<file path="config.mk">
export PLATFORM = sky130hd
export DESIGN_NAME = log_truncation_watermark_ctrl_core
export DESIGN_NICKNAME = d
export VERILOG_FILES = /design/src/design/ltw_pkg.sv /design/src/design/log_truncation_watermark_ctrl_core.sv /design/src/design/ltw_cmp.sv /design/src/design/ltw_fifo.sv
export SDC_FILE = /design/constraint.sdc
export NUM_CORES = 2
export LEC_CHECK = 0
export ABC_CLOCK_PERIOD_IN_PS = 28300
export BUFFER_PORTS_ARGS = -buffer_cell sky130_fd_sc_hd__buf_4
export CORE_MARGIN = 2
export CORE_UTILIZATION = 45
export CTS_CLUSTER_SIZE = 12
export DETAILED_ROUTE_END_ITERATION = 12
export PLACE_DENSITY = 0.62
export SYNTH_ARGS = -nofsm -noshare
export SYNTH_HDL_FRONTEND = slang
export SYNTH_SLANG_ARGS = --single-unit
</file>
<file path="constraint.sdc">
create_clock -name clk -period 28.3 [get_ports clk]
set_clock_uncertainty 0.2 [all_clocks]
set_input_delay 1.415 -clock clk [delete_from_list [all_inputs] [get_ports clk]]
set_output_delay 1.415 -clock clk [all_outputs]
set_load 0.005 [all_outputs]
</file>
<file path="src/design/ltw_pkg.sv">
// Package for the log truncation watermark controller.
// Holds the FIFO sizing constants, event codes, register addresses and shared types.
// No dependencies; every other design file refers to it by scoped names.
package ltw_pkg;

  // Free-request FIFO sizing.
  localparam int FIFO_DEPTH = 16;
  localparam int FIFO_AW    = (FIFO_DEPTH > 1) ? $clog2(FIFO_DEPTH) : 1;
  localparam int CNT_W      = $clog2(FIFO_DEPTH + 1);

  // Sequence numbers and watermarks.
  localparam int SEQ_W = 64;

  // Watermark table.
  localparam int NUM_MARKS = 5;
  localparam int MARK_IW   = $clog2(NUM_MARKS);
  localparam logic [MARK_IW-1:0] MARK_SYNCER = MARK_IW'(2);
  localparam logic [MARK_IW-1:0] MARK_SCRUB  = MARK_IW'(4);

  // Event codes carried in the input tuser.
  localparam int OP_W = 3;
  localparam logic [OP_W-1:0] OP_UPDATE = 3'd0;
  localparam logic [OP_W-1:0] OP_PUSH   = 3'd1;
  localparam logic [OP_W-1:0] OP_WDONE  = 3'd2;
  localparam logic [OP_W-1:0] OP_TICK   = 3'd3;
  localparam logic [OP_W-1:0] OP_START  = 3'd4;

  // Stream payload widths.
  localparam int IN_DATA_W  = 72;
  localparam int IN_USER_W  = 6;
  localparam int OUT_DATA_W = 136;

  // Configuration port.
  localparam int CFG_AW = 4;
  localparam int CFG_DW = 64;
  localparam logic CFG_SEL_SYNCER = 1'b0;
  localparam logic CFG_SEL_SCRUB  = 1'b1;

  // Write request into the FIFO storage.
  typedef struct packed {
    logic               we;
    logic [FIFO_AW-1:0] addr;
    logic [SEQ_W-1:0]   data;
  } ltw_fifo_wr_t;

endpackage

</file>
<file path="src/design/log_truncation_watermark_ctrl_core.sv">
// Top level of the log truncation watermark controller.
// Depends on ltw_pkg, ltw_cmp (shared comparator) and ltw_fifo (request storage).
//
// One event is handled at a time, and in_tready is low until its result has been
// put in the output register. All comparisons go through one 64-bit comparator,
// used once per cycle by the sequencer. The minimum of the five watermarks is
// rebuilt one entry at a time, and an update then runs the partial-cut check.
// Examining the queue handles each head entry compared in two steps (a registered
// read of the head, then the compare). The result waits in its own register.
// While the output stalls, one more event can be taken and worked on, and it then
// holds in its last step until that register is free. The user is to send
// configuration port writes only while the block is idle; the block itself does
// not enforce this. pready is always high.
module log_truncation_watermark_ctrl_core (
  input  logic                              clk,
  input  logic                              rst_n,
  // Input stream.
  input  logic                              in_tvalid,
  output logic                              in_tready,
  // [63:0] seq_number, [64] rescue_mode, [65] write_blocked, [71:66] zero
  input  logic [ltw_pkg::IN_DATA_W-1:0]     in_tdata,
  // [2:0] operation, [5:3] component
  input  logic [ltw_pkg::IN_USER_W-1:0]     in_tuser,
  // Result stream.
  output logic                              out_tvalid,
  input  logic                              out_tready,
  // [0] cut_issued, [64:1] cut_point, [65] update_rejected, [66] queue_overflow,
  // [130:67] current_minimum, [131] busy_now, [135:132] zero
  output logic [ltw_pkg::OUT_DATA_W-1:0]    out_tdata,
  // Configuration port.
  input  logic                              cfg_psel,
  input  logic                              cfg_penable,
  input  logic                              cfg_pwrite,
  input  logic [ltw_pkg::CFG_AW-1:0]        cfg_paddr,
  input  logic [ltw_pkg::CFG_DW-1:0]        cfg_pwdata,
  output logic [ltw_pkg::CFG_DW-1:0]        cfg_prdata,
  output logic                              cfg_pready
);

  localparam int WS_W = ltw_pkg::FIFO_AW + 1;

  typedef enum logic [3:0] {
    S_IDLE, S_EXEC, S_MIN, S_PART1, S_PART2, S_PROC, S_RD, S_POP, S_DECIDE, S_DONE
  } state_t;

  state_t state_r, state_nxt;

  // Latched event.
  logic [ltw_pkg::OP_W-1:0]      op_r, op_nxt;
  logic [ltw_pkg::MARK_IW-1:0]   comp_r, comp_nxt;
  logic [ltw_pkg::SEQ_W-1:0]     seq_r, seq_nxt;
  logic                          rescue_r, rescue_nxt;
  logic                          blk_r, blk_nxt;

  // Controller state.
  logic [ltw_pkg::SEQ_W-1:0]     marks_r [ltw_pkg::NUM_MARKS];
  logic [ltw_pkg::SEQ_W-1:0]     marks_nxt [ltw_pkg::NUM_MARKS];
  logic [ltw_pkg::SEQ_W-1:0]     min_r, min_nxt;
  logic [ltw_pkg::SEQ_W-1:0]     prev_r, prev_nxt;
  logic [ltw_pkg::SEQ_W-1:0]     last_r, last_nxt;
  logic [ltw_pkg::CNT_W-1:0]     count_r, count_nxt;
  logic [ltw_pkg::FIFO_AW-1:0]   head_r, head_nxt;
  logic                          busy_r, busy_nxt;
  logic                          partial_r, partial_nxt;
  logic [ltw_pkg::MARK_IW-1:0]   idx_r, idx_nxt;
  logic                          gt_prev_r, gt_prev_nxt;
  logic                          sat_r, sat_nxt;

  // Result being built and the output register.
  logic                          cut_r, cut_nxt;
  logic [ltw_pkg::SEQ_W-1:0]     cut_pt_r, cut_pt_nxt;
  logic                          rej_r, rej_nxt;
  logic                          ovf_r, ovf_nxt;
  logic                          out_valid_r, out_valid_nxt;
  logic [ltw_pkg::OUT_DATA_W-1:0] out_data_r, out_data_nxt;

  // Configuration registers.
  logic [ltw_pkg::SEQ_W-1:0]     syncer_cfg_r;
  logic [ltw_pkg::SEQ_W-1:0]     scrub_cfg_r;

  // Shared comparator operands and FIFO access.
  logic [ltw_pkg::SEQ_W-1:0]     cmp_a, cmp_b;
  logic                          cmp_lt;
  logic [ltw_pkg::MARK_IW-1:0]   rd_idx;
  logic [ltw_pkg::SEQ_W-1:0]     mark_rd;
  ltw_pkg::ltw_fifo_wr_t         fifo_wr;
  logic [ltw_pkg::SEQ_W-1:0]     fifo_rdata;
  logic [WS_W-1:0]               tail_sum;
  logic [ltw_pkg::FIFO_AW-1:0]   tail_addr;
  logic [ltw_pkg::FIFO_AW-1:0]   head_inc;

  ltw_cmp u_cmp (
    .op_a   (cmp_a),
    .op_b   (cmp_b),
    .a_lt_b (cmp_lt)
  );

  ltw_fifo u_fifo (
    .clk   (clk),
    .wr    (fifo_wr),
    .raddr (head_r),
    .rdata (fifo_rdata)
  );

  // Configuration port: registers decoded on address bit 3, 64-bit data.
  always_ff @(posedge clk) begin
    if (!rst_n) begin
      syncer_cfg_r <= '0;
      scrub_cfg_r  <= '0;
    end else if (cfg_psel && cfg_penable && cfg_pwrite) begin
      if (cfg_paddr[3] == ltw_pkg::CFG_SEL_SYNCER) begin
        syncer_cfg_r <= cfg_pwdata;
      end else begin
        scrub_cfg_r <= cfg_pwdata;
      end
    end
  end

  assign cfg_prdata = (cfg_paddr[3] == ltw_pkg::CFG_SEL_SCRUB) ? scrub_cfg_r : syncer_cfg_r;
  assign cfg_pready = 1'b1;

  // Watermark read port: the event's component during execution, else the scan index.
  assign rd_idx  = (state_r == S_EXEC) ? comp_r : idx_r;
  assign mark_rd = (32'(rd_idx) < ltw_pkg::NUM_MARKS) ? marks_r[rd_idx] : '0;

  // FIFO tail address and head advance, both wrapping at the depth.
  always_comb begin
    tail_sum = WS_W'(head_r) + WS_W'(count_r[ltw_pkg::FIFO_AW-1:0]);
    if (tail_sum >= WS_W'(ltw_pkg::FIFO_DEPTH)) begin
      tail_sum = tail_sum - WS_W'(ltw_pkg::FIFO_DEPTH);
    end
    tail_addr = tail_sum[ltw_pkg::FIFO_AW-1:0];
    head_inc  = (32'(head_r) == ltw_pkg::FIFO_DEPTH - 1) ? '0
              : head_r + ltw_pkg::FIFO_AW'(1);
  end

  // Comparator operand selection per sequencer step.
  always_comb begin
    unique case (state_r)
      S_EXEC: begin
        cmp_a = seq_r;
        cmp_b = mark_rd;
      end
      S_MIN: begin
        cmp_a = mark_rd;
        cmp_b = min_r;
      end
      S_PART1: begin
        cmp_a = prev_r;
        cmp_b = min_r;
      end
      S_POP: begin
        cmp_a = fifo_rdata;
        cmp_b = min_r;
      end
      default: begin
        cmp_a = last_r;
        cmp_b = min_r;
      end
    endcase
  end

  // Sequencer.
  always_comb begin
    state_nxt     = state_r;
    op_nxt        = op_r;
    comp_nxt      = comp_r;
    seq_nxt       = seq_r;
    rescue_nxt    = rescue_r;
    blk_nxt       = blk_r;
    marks_nxt     = marks_r;
    min_nxt       = min_r;
    prev_nxt      = prev_r;
    last_nxt      = last_r;
    count_nxt     = count_r;
    head_nxt      = head_r;
    busy_nxt      = busy_r;
    partial_nxt   = partial_r;
    idx_nxt       = idx_r;
    gt_prev_nxt   = gt_prev_r;
    sat_nxt       = sat_r;
    cut_nxt       = cut_r;
    cut_pt_nxt    = cut_pt_r;
    rej_nxt       = rej_r;
    ovf_nxt       = ovf_r;
    out_data_nxt  = out_data_r;
    out_valid_nxt = out_valid_r && !out_tready;
    fifo_wr       = '{we: 1'b0, addr: tail_addr, data: seq_r};

    unique case (state_r)
      S_IDLE: begin
        if (in_tvalid) begin
          op_nxt     = in_tuser[2:0];
          comp_nxt   = in_tuser[5:3];
          seq_nxt    = in_tdata[63:0];
          rescue_nxt = in_tdata[64];
          blk_nxt    = in_tdata[65];
          prev_nxt   = min_r;
          idx_nxt    = '0;
          sat_nxt    = 1'b0;
          cut_nxt    = 1'b0;
          cut_pt_nxt = '0;
          rej_nxt    = 1'b0;
          ovf_nxt    = 1'b0;
          state_nxt  = S_EXEC;
        end
      end

      // Apply the event itself.
      S_EXEC: begin
        unique case (op_r)
          ltw_pkg::OP_UPDATE: begin
            if (32'(comp_r) < ltw_pkg::NUM_MARKS) begin
              if (cmp_lt) begin
                rej_nxt = 1'b1;
              end else begin
                marks_nxt[comp_r] = seq_r;
              end
            end
            state_nxt = S_MIN;
          end
          ltw_pkg::OP_PUSH: begin
            if (count_r == ltw_pkg::CNT_W'(ltw_pkg::FIFO_DEPTH)) begin
              ovf_nxt = 1'b1;
            end else begin
              fifo_wr.we = 1'b1;
              count_nxt  = count_r + ltw_pkg::CNT_W'(1);
            end
            state_nxt = S_PROC;
          end
          ltw_pkg::OP_WDONE: begin
            busy_nxt  = 1'b0;
            state_nxt = S_PROC;
          end
          ltw_pkg::OP_TICK: begin
            state_nxt = S_PROC;
          end
          ltw_pkg::OP_START: begin
            marks_nxt[ltw_pkg::MARK_SYNCER] = syncer_cfg_r;
            marks_nxt[ltw_pkg::MARK_SCRUB]  = scrub_cfg_r;
            state_nxt = S_MIN;
          end
          default: begin
            state_nxt = S_DONE;
          end
        endcase
      end

      // Rebuild the minimum watermark, one entry per cycle.
      S_MIN: begin
        if (idx_r == '0 || cmp_lt) begin
          min_nxt = mark_rd;
        end
        if (32'(idx_r) == ltw_pkg::NUM_MARKS - 1) begin
          idx_nxt   = '0;
          state_nxt = (op_r == ltw_pkg::OP_UPDATE) ? S_PART1 : S_PROC;
        end else begin
          idx_nxt = idx_r + ltw_pkg::MARK_IW'(1);
        end
      end

      // Did the update raise the minimum?
      S_PART1: begin
        gt_prev_nxt = cmp_lt;
        state_nxt   = S_PART2;
      end

      // Mark a partial cut when the rise also passes the last cut point.
      S_PART2: begin
        if (rescue_r && count_r != '0 && gt_prev_r && cmp_lt) begin
          partial_nxt = 1'b1;
        end
        state_nxt = S_PROC;
      end

      // Decide whether the queue is examined at all.
      S_PROC: begin
        if (busy_r) begin
          state_nxt = S_DONE;
        end else if (rescue_r) begin
          if (count_r == '0) begin
            partial_nxt = 1'b0;
            state_nxt   = S_DONE;
          end else begin
            state_nxt = S_RD;
          end
        end else if (count_r == '0 || blk_r) begin
          state_nxt = S_DONE;
        end else begin
          state_nxt = S_RD;
        end
      end

      // Head entry is read into the storage's output register.
      S_RD: begin
        state_nxt = S_POP;
      end

      // Pop the head while it lies below the minimum.
      S_POP: begin
        if (cmp_lt) begin
          head_nxt  = head_inc;
          count_nxt = count_r - ltw_pkg::CNT_W'(1);
          sat_nxt   = 1'b1;
          state_nxt = (count_r == ltw_pkg::CNT_W'(1)) ? S_DECIDE : S_RD;
        end else begin
          state_nxt = S_DECIDE;
        end
      end

      // Issue a cut at the minimum when the mode's conditions hold.
      S_DECIDE: begin
        if (rescue_r) begin
          if (cmp_lt && (sat_r || (partial_r && count_r != '0))) begin
            partial_nxt = 1'b0;
            busy_nxt    = 1'b1;
            last_nxt    = min_r;
            cut_nxt     = 1'b1;
            cut_pt_nxt  = min_r;
          end
        end else if (sat_r) begin
          busy_nxt   = 1'b1;
          last_nxt   = min_r;
          cut_nxt    = 1'b1;
          cut_pt_nxt = min_r;
        end
        state_nxt = S_DONE;
      end

      // Hand the result to the output register once it is free.
      S_DONE: begin
        if (!out_valid_r || out_tready) begin
          out_data_nxt  = {4'b0000, busy_r, min_r, ovf_r, rej_r, cut_pt_r, cut_r};
          out_valid_nxt = 1'b1;
          state_nxt     = S_IDLE;
        end
      end

      default: begin
        state_nxt = S_IDLE;
      end
    endcase
  end

  // State and registered outputs.
  always_ff @(posedge clk) begin
    if (!rst_n) begin
      state_r     <= S_IDLE;
      for (int i = 0; i < ltw_pkg::NUM_MARKS; i++) begin
        marks_r[i] <= '0;
      end
      min_r       <= '0;
      last_r      <= '0;
      count_r     <= '0;
      head_r      <= '0;
      busy_r      <= 1'b0;
      partial_r   <= 1'b0;
      idx_r       <= '0;
      out_valid_r <= 1'b0;
    end else begin
      state_r     <= state_nxt;
      marks_r     <= marks_nxt;
      min_r       <= min_nxt;
      last_r      <= last_nxt;
      count_r     <= count_nxt;
      head_r      <= head_nxt;
      busy_r      <= busy_nxt;
      partial_r   <= partial_nxt;
      idx_r       <= idx_nxt;
      out_valid_r <= out_valid_nxt;
    end
    op_r       <= op_nxt;
    comp_r     <= comp_nxt;
    seq_r      <= seq_nxt;
    rescue_r   <= rescue_nxt;
    blk_r      <= blk_nxt;
    prev_r     <= prev_nxt;
    gt_prev_r  <= gt_prev_nxt;
    sat_r      <= sat_nxt;
    cut_r      <= cut_nxt;
    cut_pt_r   <= cut_pt_nxt;
    rej_r      <= rej_nxt;
    ovf_r      <= ovf_nxt;
    out_data_r <= out_data_nxt;
  end

  assign in_tready  = (state_r == S_IDLE);
  assign out_tvalid = out_valid_r;
  assign out_tdata  = out_data_r;

endmodule

</file>
<file path="src/design/ltw_cmp.sv">
// Shared 64-bit magnitude comparator of the watermark controller.
// Depends on ltw_pkg for the sequence number width.
module ltw_cmp (
  input  logic [ltw_pkg::SEQ_W-1:0] op_a,
  input  logic [ltw_pkg::SEQ_W-1:0] op_b,
  output logic                      a_lt_b
);

  // Unsigned less-than; the sequencer picks the operands every cycle.
  assign a_lt_b = (op_a < op_b);

endmodule

</file>
<file path="src/design/ltw_fifo.sv">
// Storage of the free-request FIFO: one write port and one registered read port.
// Depends on ltw_pkg for the depth, address width and write request type.
module ltw_fifo (
  input  logic                          clk,
  input  ltw_pkg::ltw_fifo_wr_t         wr,
  input  logic [ltw_pkg::FIFO_AW-1:0]   raddr,
  output logic [ltw_pkg::SEQ_W-1:0]     rdata
);

  logic [ltw_pkg::SEQ_W-1:0] mem [ltw_pkg::FIFO_DEPTH];
  logic [ltw_pkg::SEQ_W-1:0] rdata_r;

  // Write port.
  always_ff @(posedge clk) begin
    if (wr.we) begin
      mem[wr.addr] <= wr.data;
    end
  end

  // Registered read of the queue head.
  always_ff @(posedge clk) begin
    rdata_r <= mem[raddr];
  end

  assign rdata = rdata_r;

endmodule

</file>
Word-level counts from Yosys, hierarchy flattened:

Memory sizes are Yosys's and may differ from the RTL's. A register that Yosys moved wholly into a read port is not among the register bits.
Index checks and enable logic that the tools add are counted.
Widths: inputs -> output; s select.

* register bits: 932
* RAM bits: 1024
* memories: 1
* output and inout port bits: 203
* bits of input ports: 153
* word-level logic and storage cells: 205

* equal/unequal tests: 39
* muxes and demuxes: 70
* bitwise operators: 4
* add/sub/neg operators: 6
* magnitude comparators: 7
* reductions and logical operators: 49

Memories
* u_fifo.mem: depth 16, bits a word 64, rd ports 1, clocked after memory_dff 1, wr ports 1, line ltw_fifo.sv:10 `logic [ltw_pkg::SEQ_W-1:0] mem [ltw_pkg::FIFO_DEPTH];`

Operators by type and width (number)
* $mux 64: 10
* $mux 192: 2
* $pmux 64 s2: 3
* $bwmux 320: 1
* $pmux 64 s4: 1
* $bmux 64 s3: 1
* $demux 64 s3: 1
* $lt 64x64->1: 1
* $mux 4: 11
* $pmux 4 s10: 1
* $ne 2x2->1 const B: 14
* $reduce_and 4->1: 6
* $mux 1: 23
* $eq 4x3->1 const B: 4
* $reduce_bool 2->1: 8
* $mux 5: 3
* $reduce_and 2->1: 7
* $eq 4x4->1 const B: 3
* $mux 3: 4
* $ne 2x1->1 const B: 6
* $pmux 1 s2: 5
* $pmux 5 s2: 1
* $logic_and 1x1->1: 9
* $reduce_and 3->1: 3
* other kinds (34): 47

Longest topological paths before layout:

* depth in word-level cells: 13
* gate-level depth with buffers: 24
* depth with buffers taken out: 19

Cells and area by module:

From an unflattened synthesis, not the netlist that was laid out.

* cell total of the unflattened synthesis: 5954
* area, all modules: 82105.0 sq um

By module, submodules not included
* log_truncation_watermark_ctrl_core: sequential area each 22031.1 sq um, area an instance 40938.0 sq um, cells an instance 4080, instances 1
* ltw_fifo: sequential area each 32030.7 sq um, area an instance 39581.7 sq um, cells an instance 1647, instances 1
* ltw_cmp: sequential area each 0.0 sq um, area an instance 1585.3 sq um, cells an instance 227, instances 1

Worst setup path before layout:

No wires, ideal clock.

* path kind: input to register
* from: input out_tready
* to: register out_data_r (netlist bit out_tdata[0]) (enable)
* library setup time: 811 ps
* data arrival time: 11001 ps
* cell stages on the path: 2
* path buffers: 0
* setup slack: 16288 ps
* data required time: 27289 ps
* cells stage by stage: nor2b_1 > nor3b_1

* word-level cells in the longest chain between the ends: 2

Ends and longest elaborated chain
* start: declaration: line log_truncation_watermark_ctrl_core.sv:26 `input logic out_tready,`
* $logic_or 1x1->1: line log_truncation_watermark_ctrl_core.sv:332 `if (!out_valid_r || out_tready) begin`
* $reduce_and 2->1 (no line)
* end signal: assignment: line log_truncation_watermark_ctrl_core.sv:384 `out_data_r <= out_data_nxt;`
* end: declaration: line log_truncation_watermark_ctrl_core.sv:75 `logic [ltw_pkg::OUT_DATA_W-1:0] out_data_r, out_data_nxt;`

No other way between the ends.
A chain may end at the register's enable or synchronous reset.

Worst setup path after layout:

* from: register state_r[3]
* to: register last_r[23] (netlist name)

* word-level cells in the longest chain between the ends: 12
* elaborated cells on any way between the ends: 18
* those cells by class: 2 x order compare; 6 x eq/ne; 7 x mux; 1 x bitwise; 2 x reduce/logical

Ends and longest elaborated chain
* start: declaration: line log_truncation_watermark_ctrl_core.sv:46 `state_t state_r, state_nxt;`
* start signal: assignment: line log_truncation_watermark_ctrl_core.sv:361 `state_r <= state_nxt;`
* $eq 4x1->1: line log_truncation_watermark_ctrl_core.sv:123, log_truncation_watermark_ctrl_core.sv:139
* $mux 3: line log_truncation_watermark_ctrl_core.sv:123 `assign rd_idx = (state_r == S_EXEC) ? comp_r : idx_r;`
* $not 3->4 (implied by the code): line log_truncation_watermark_ctrl_core.sv:124 `assign mark_rd = (32'(rd_idx) < ltw_pkg::NUM_MARKS) ? marks_r[rd_idx] : '0;`
* $bmux 64 s3: line log_truncation_watermark_ctrl_core.sv:124
* $mux 64 (implied by the code) (2 in a row): line log_truncation_watermark_ctrl_core.sv:124
* $mux 64: line log_truncation_watermark_ctrl_core.sv:124
* $pmux 64 s4 or $mux 64 (tied branches): line log_truncation_watermark_ctrl_core.sv:139 `unique case (state_r)`
* $lt 64x64->1: line ltw_cmp.sv:10 `assign a_lt_b = (op_a < op_b);`
* $logic_and 1x1->1: line log_truncation_watermark_ctrl_core.sv:314 `if (cmp_lt && (sat_r || (partial_r && count_r != '0))) begin`
* $ne 2x1->1 (no line)
* $reduce_and 3->1 (no line) *
* end signal: assignment: line log_truncation_watermark_ctrl_core.sv:364 `last_r <= last_nxt;`
* end: declaration: line log_truncation_watermark_ctrl_core.sv:60 `logic [ltw_pkg::SEQ_W-1:0] last_r, last_nxt;`

Every way passes the cells marked *; elsewhere a longest branch is shown, timed or not. The select of a mux whose other input is x is not followed.

==> flow_metrics.tcl <==
set metrics [dict create \
    grt_pass1_wl_um 333000 \
    ys_seq_area_frac 0.674 \
    root_buffer "clkbuf_16" \
    avgSynthCellArea_um2 14.8 \
    postCtsSetupBuffers 0 \
    first_pass_iters 9 \
    timing.rr.start "state_r[3]" \
    vias 49500 \
    core_um2 177000 \
    grt_pass1_vias 48100 \
    fin_crit_sh 0.332 \
    hold_start "cut_pt_r[1]" \
    die_area_um2 182000 \
    vdd_ir_drop_max_mv 0.0972 \
    grt_max_degree 144 \
    die_y_um 426 \
    antenna_found_initial 8 \
    crit_path_end_kind "register" \
    finalInstanceArea_um2 91900 \
    synthCells 5413 \
    rsz0062_at_grt "false" \
    finalHoldViolCount 0 \
    io_buffers 341 \
    drive_gt1_frac 0.216 \
    slowest_stage "or4b_4" \
    ys_warn_count 0 \
    via_per_inst 6.04 \
    fin_nets 5910 \
    slew_viol_final 0 \
    worst_pin_slew_ps 1180 \
    power_mw 6.70 \
    fp.dieW_um 426 \
    fin_cells 8205 \
    leakage_nw 31.1 \
    hold_buffers 0 \
    top_layer "met5" \
    syn-cell-area_um2 80200 \
    status "finished, final reports clean" \
    grt.overflow.total 0 \
    crit_buf_inv 5 \
    cts_buffers 203 \
    layout_commonest_cell "edfxtp_1" \
    drt_iter0_markers 6265 \
    clk-insertion-delay-late_ps 860 \
    route.detailed.drc 0 \
    wl_met1_um 94600 \
    postRouteWirelength_um 232000 \
    finalCriticalPeriod_ps 9390 \
    cts.sinks 2020 \
    ctsHtreeMaxLevel 4 \
    dr_wl_met2_um 108000 \
    max_freq_mhz 106 \
    grt_usage 0.251 \
    startpoint "state_r[3]" \
    dp_hpwl_um 134000 \
    cts_tree "done" \
    dr_wl_met3_um 18800 \
    p_per_area_nw_per_um2 72.9 \
    critPathKind "reg2reg" \
    synth-edff-count 1361 \
    postPlaceCellArea_um2 85400 \
    maxCapViolations 0 \
    worst-endpoint-arrival_ps 9970 \
    hp-class "reg2reg" \
    async_flop_share 0 \
    cp_max_fo 72 \
    drtAntennaViolNets 0 \
    max_slew_margin 0.216 \
    gp_congestion 0.890 \
    synth_flop_cell "edfxtp_1" \
    cts.repair.resized 0 \
    ctsLongestPathBuffers 3 \
    fin_tns_setup_ps 0 \
    routedWlPerCell_um 28.2 \
    synth-seq-cells 2020 \
    worst_slack_ps 18910 \
    cp.required_ps 28880 \
    crit_family "buffers and inverters" \
    setup_viol 0 \
    row_count 154 \
    crit_path_frequent_cell "buf_4" \
    start_util 0.454 \
    ys_types 66 \
    crit_chain "or4b_4 > clkinv_2 > buf_4 > mux2i_4 > buf_4 > a22oi_1 > nor2_1 > a21oi_1 > ha_1 > nand4_1 > nor2_1 > o211ai_1 > o21ai_0 > a22oi_1 > o211ai_1 > buf_4 > or2_4 > a211o_4 > buf_4 > mux2i_1" \
    place_ws_ps 19030 \
    cp-start-kind "register" \
    crit_path_max_incr_delay_ps 820 \
    syn2layout_area_growth_pct 14.5 \
    clk_pin_slew_ps 60 \
    ioPinCount 356 \
    final_cell_mix "edfxtp_1, nand2_1, dfxtp_1, buf_4, a21oi_1" \
    place_inst 7818 \
]
==> worst paths after layout <==
path                                      to  slack (ps)  cells after the start
worst min register to register  out_tdata[2]         210                      0
worst min-delay path            out_tdata[2]         210                      0
worst max-delay path              last_r[23]       18910                     20
worst max register to register    last_r[23]       18910                     20
==> final cells by class <==
cell class | instances | area (µm²)
sequential | 2020 | 54100
clock inverter | 49 | 507
tap | 2340 | 2930
antenna | 8 | 20.0
inverter | 17 | 80.1
multi-input combinational | 2956 | 24700
clock buffer | 330 | 5900
timing repair buffer | 485 | 3660
fill | 14400 | 84800
==> routing by layer <==
metal | vias up | GRT usage
li1 | 21500 | -
met1 | 25200 | 0.348
met2 | 2354 | 0.391
met3 | 441 | 0.0413
met4 | 2 | 0.113
met5 | - | 0
==> Yosys cell counts, types with 12 or more instances <==
cell	n	area share
edfxtp_1	1361	0.51
nand2_1	738	0.035
dfxtp_1	659	0.16
a21oi_1	467	0.029
mux4_2	383	0.11
clkbuf_1	327	0.015
mux2i_1	204	0.025
nor2_1	188	0.0088
a22oi_1	130	0.012
o31ai_1	129	0.012
ha_1	73	0.011
nand2b_1	70	0.0055
o211ai_1	68	0.0064
a32oi_1	65	0.0071
and2_1	65	0.0051
mux2_2	65	0.0091
nor4b_1	65	0.0071
a222oi_1	63	0.0079
buf_2	49	0.0031
buf_1	35	0.0016
o21ai_0	30	0.0019
inv_1	17	0.00080
nand3_1	17	0.0011
nor3_1	15	0.00094
nand4_1	12	0.00094
==> metrics by stage <==
stage               hold WS [ps]  utilization
floorplan                    200            -
global placement             203        0.484
detailed placement           205        0.484
CTS                          213        0.520
global route                 222        0.520
finish                       213        0.520
==> logic make-up after synthesis <==
| kind of cell | share of synthesized area |
|---|---|
| AO/OA/AOI/OAI | 0.0822 |
| XOR/XNOR | 0.000764 |
| adder cells (fa/ha/maj) | 0.0116 |
| buffers and inverters | 0.0221 |
| flip-flops | 0.674 |
| multiplexers | 0.142 |
| other | 0.0000936 |
| AND/OR/NAND/NOR | 0.0672 |
==> flip-flops by register name, summed over array words and instances (netlist names), 4 cells and up <==
name / cells
u_fifo.rdata: 64
count_r: 5
last_r: 64
min_r: 64
syncer_cfg_r: 64
u_fifo.mem: 1024
state_r: 4
marks_r: 320
prev_r: 64
seq_r: 64
scrub_cfg_r: 64
head_r: 4
out_tdata: 132
cut_pt_r: 64
==> where the power goes <==
group,switching (mW),internal (mW)
sequential,0.0629,3.31
combinational,0.546,0.196
clock,1.14,1.45
total,1.75,4.95
Note: power is estimated with default switching activity, not from simulation.
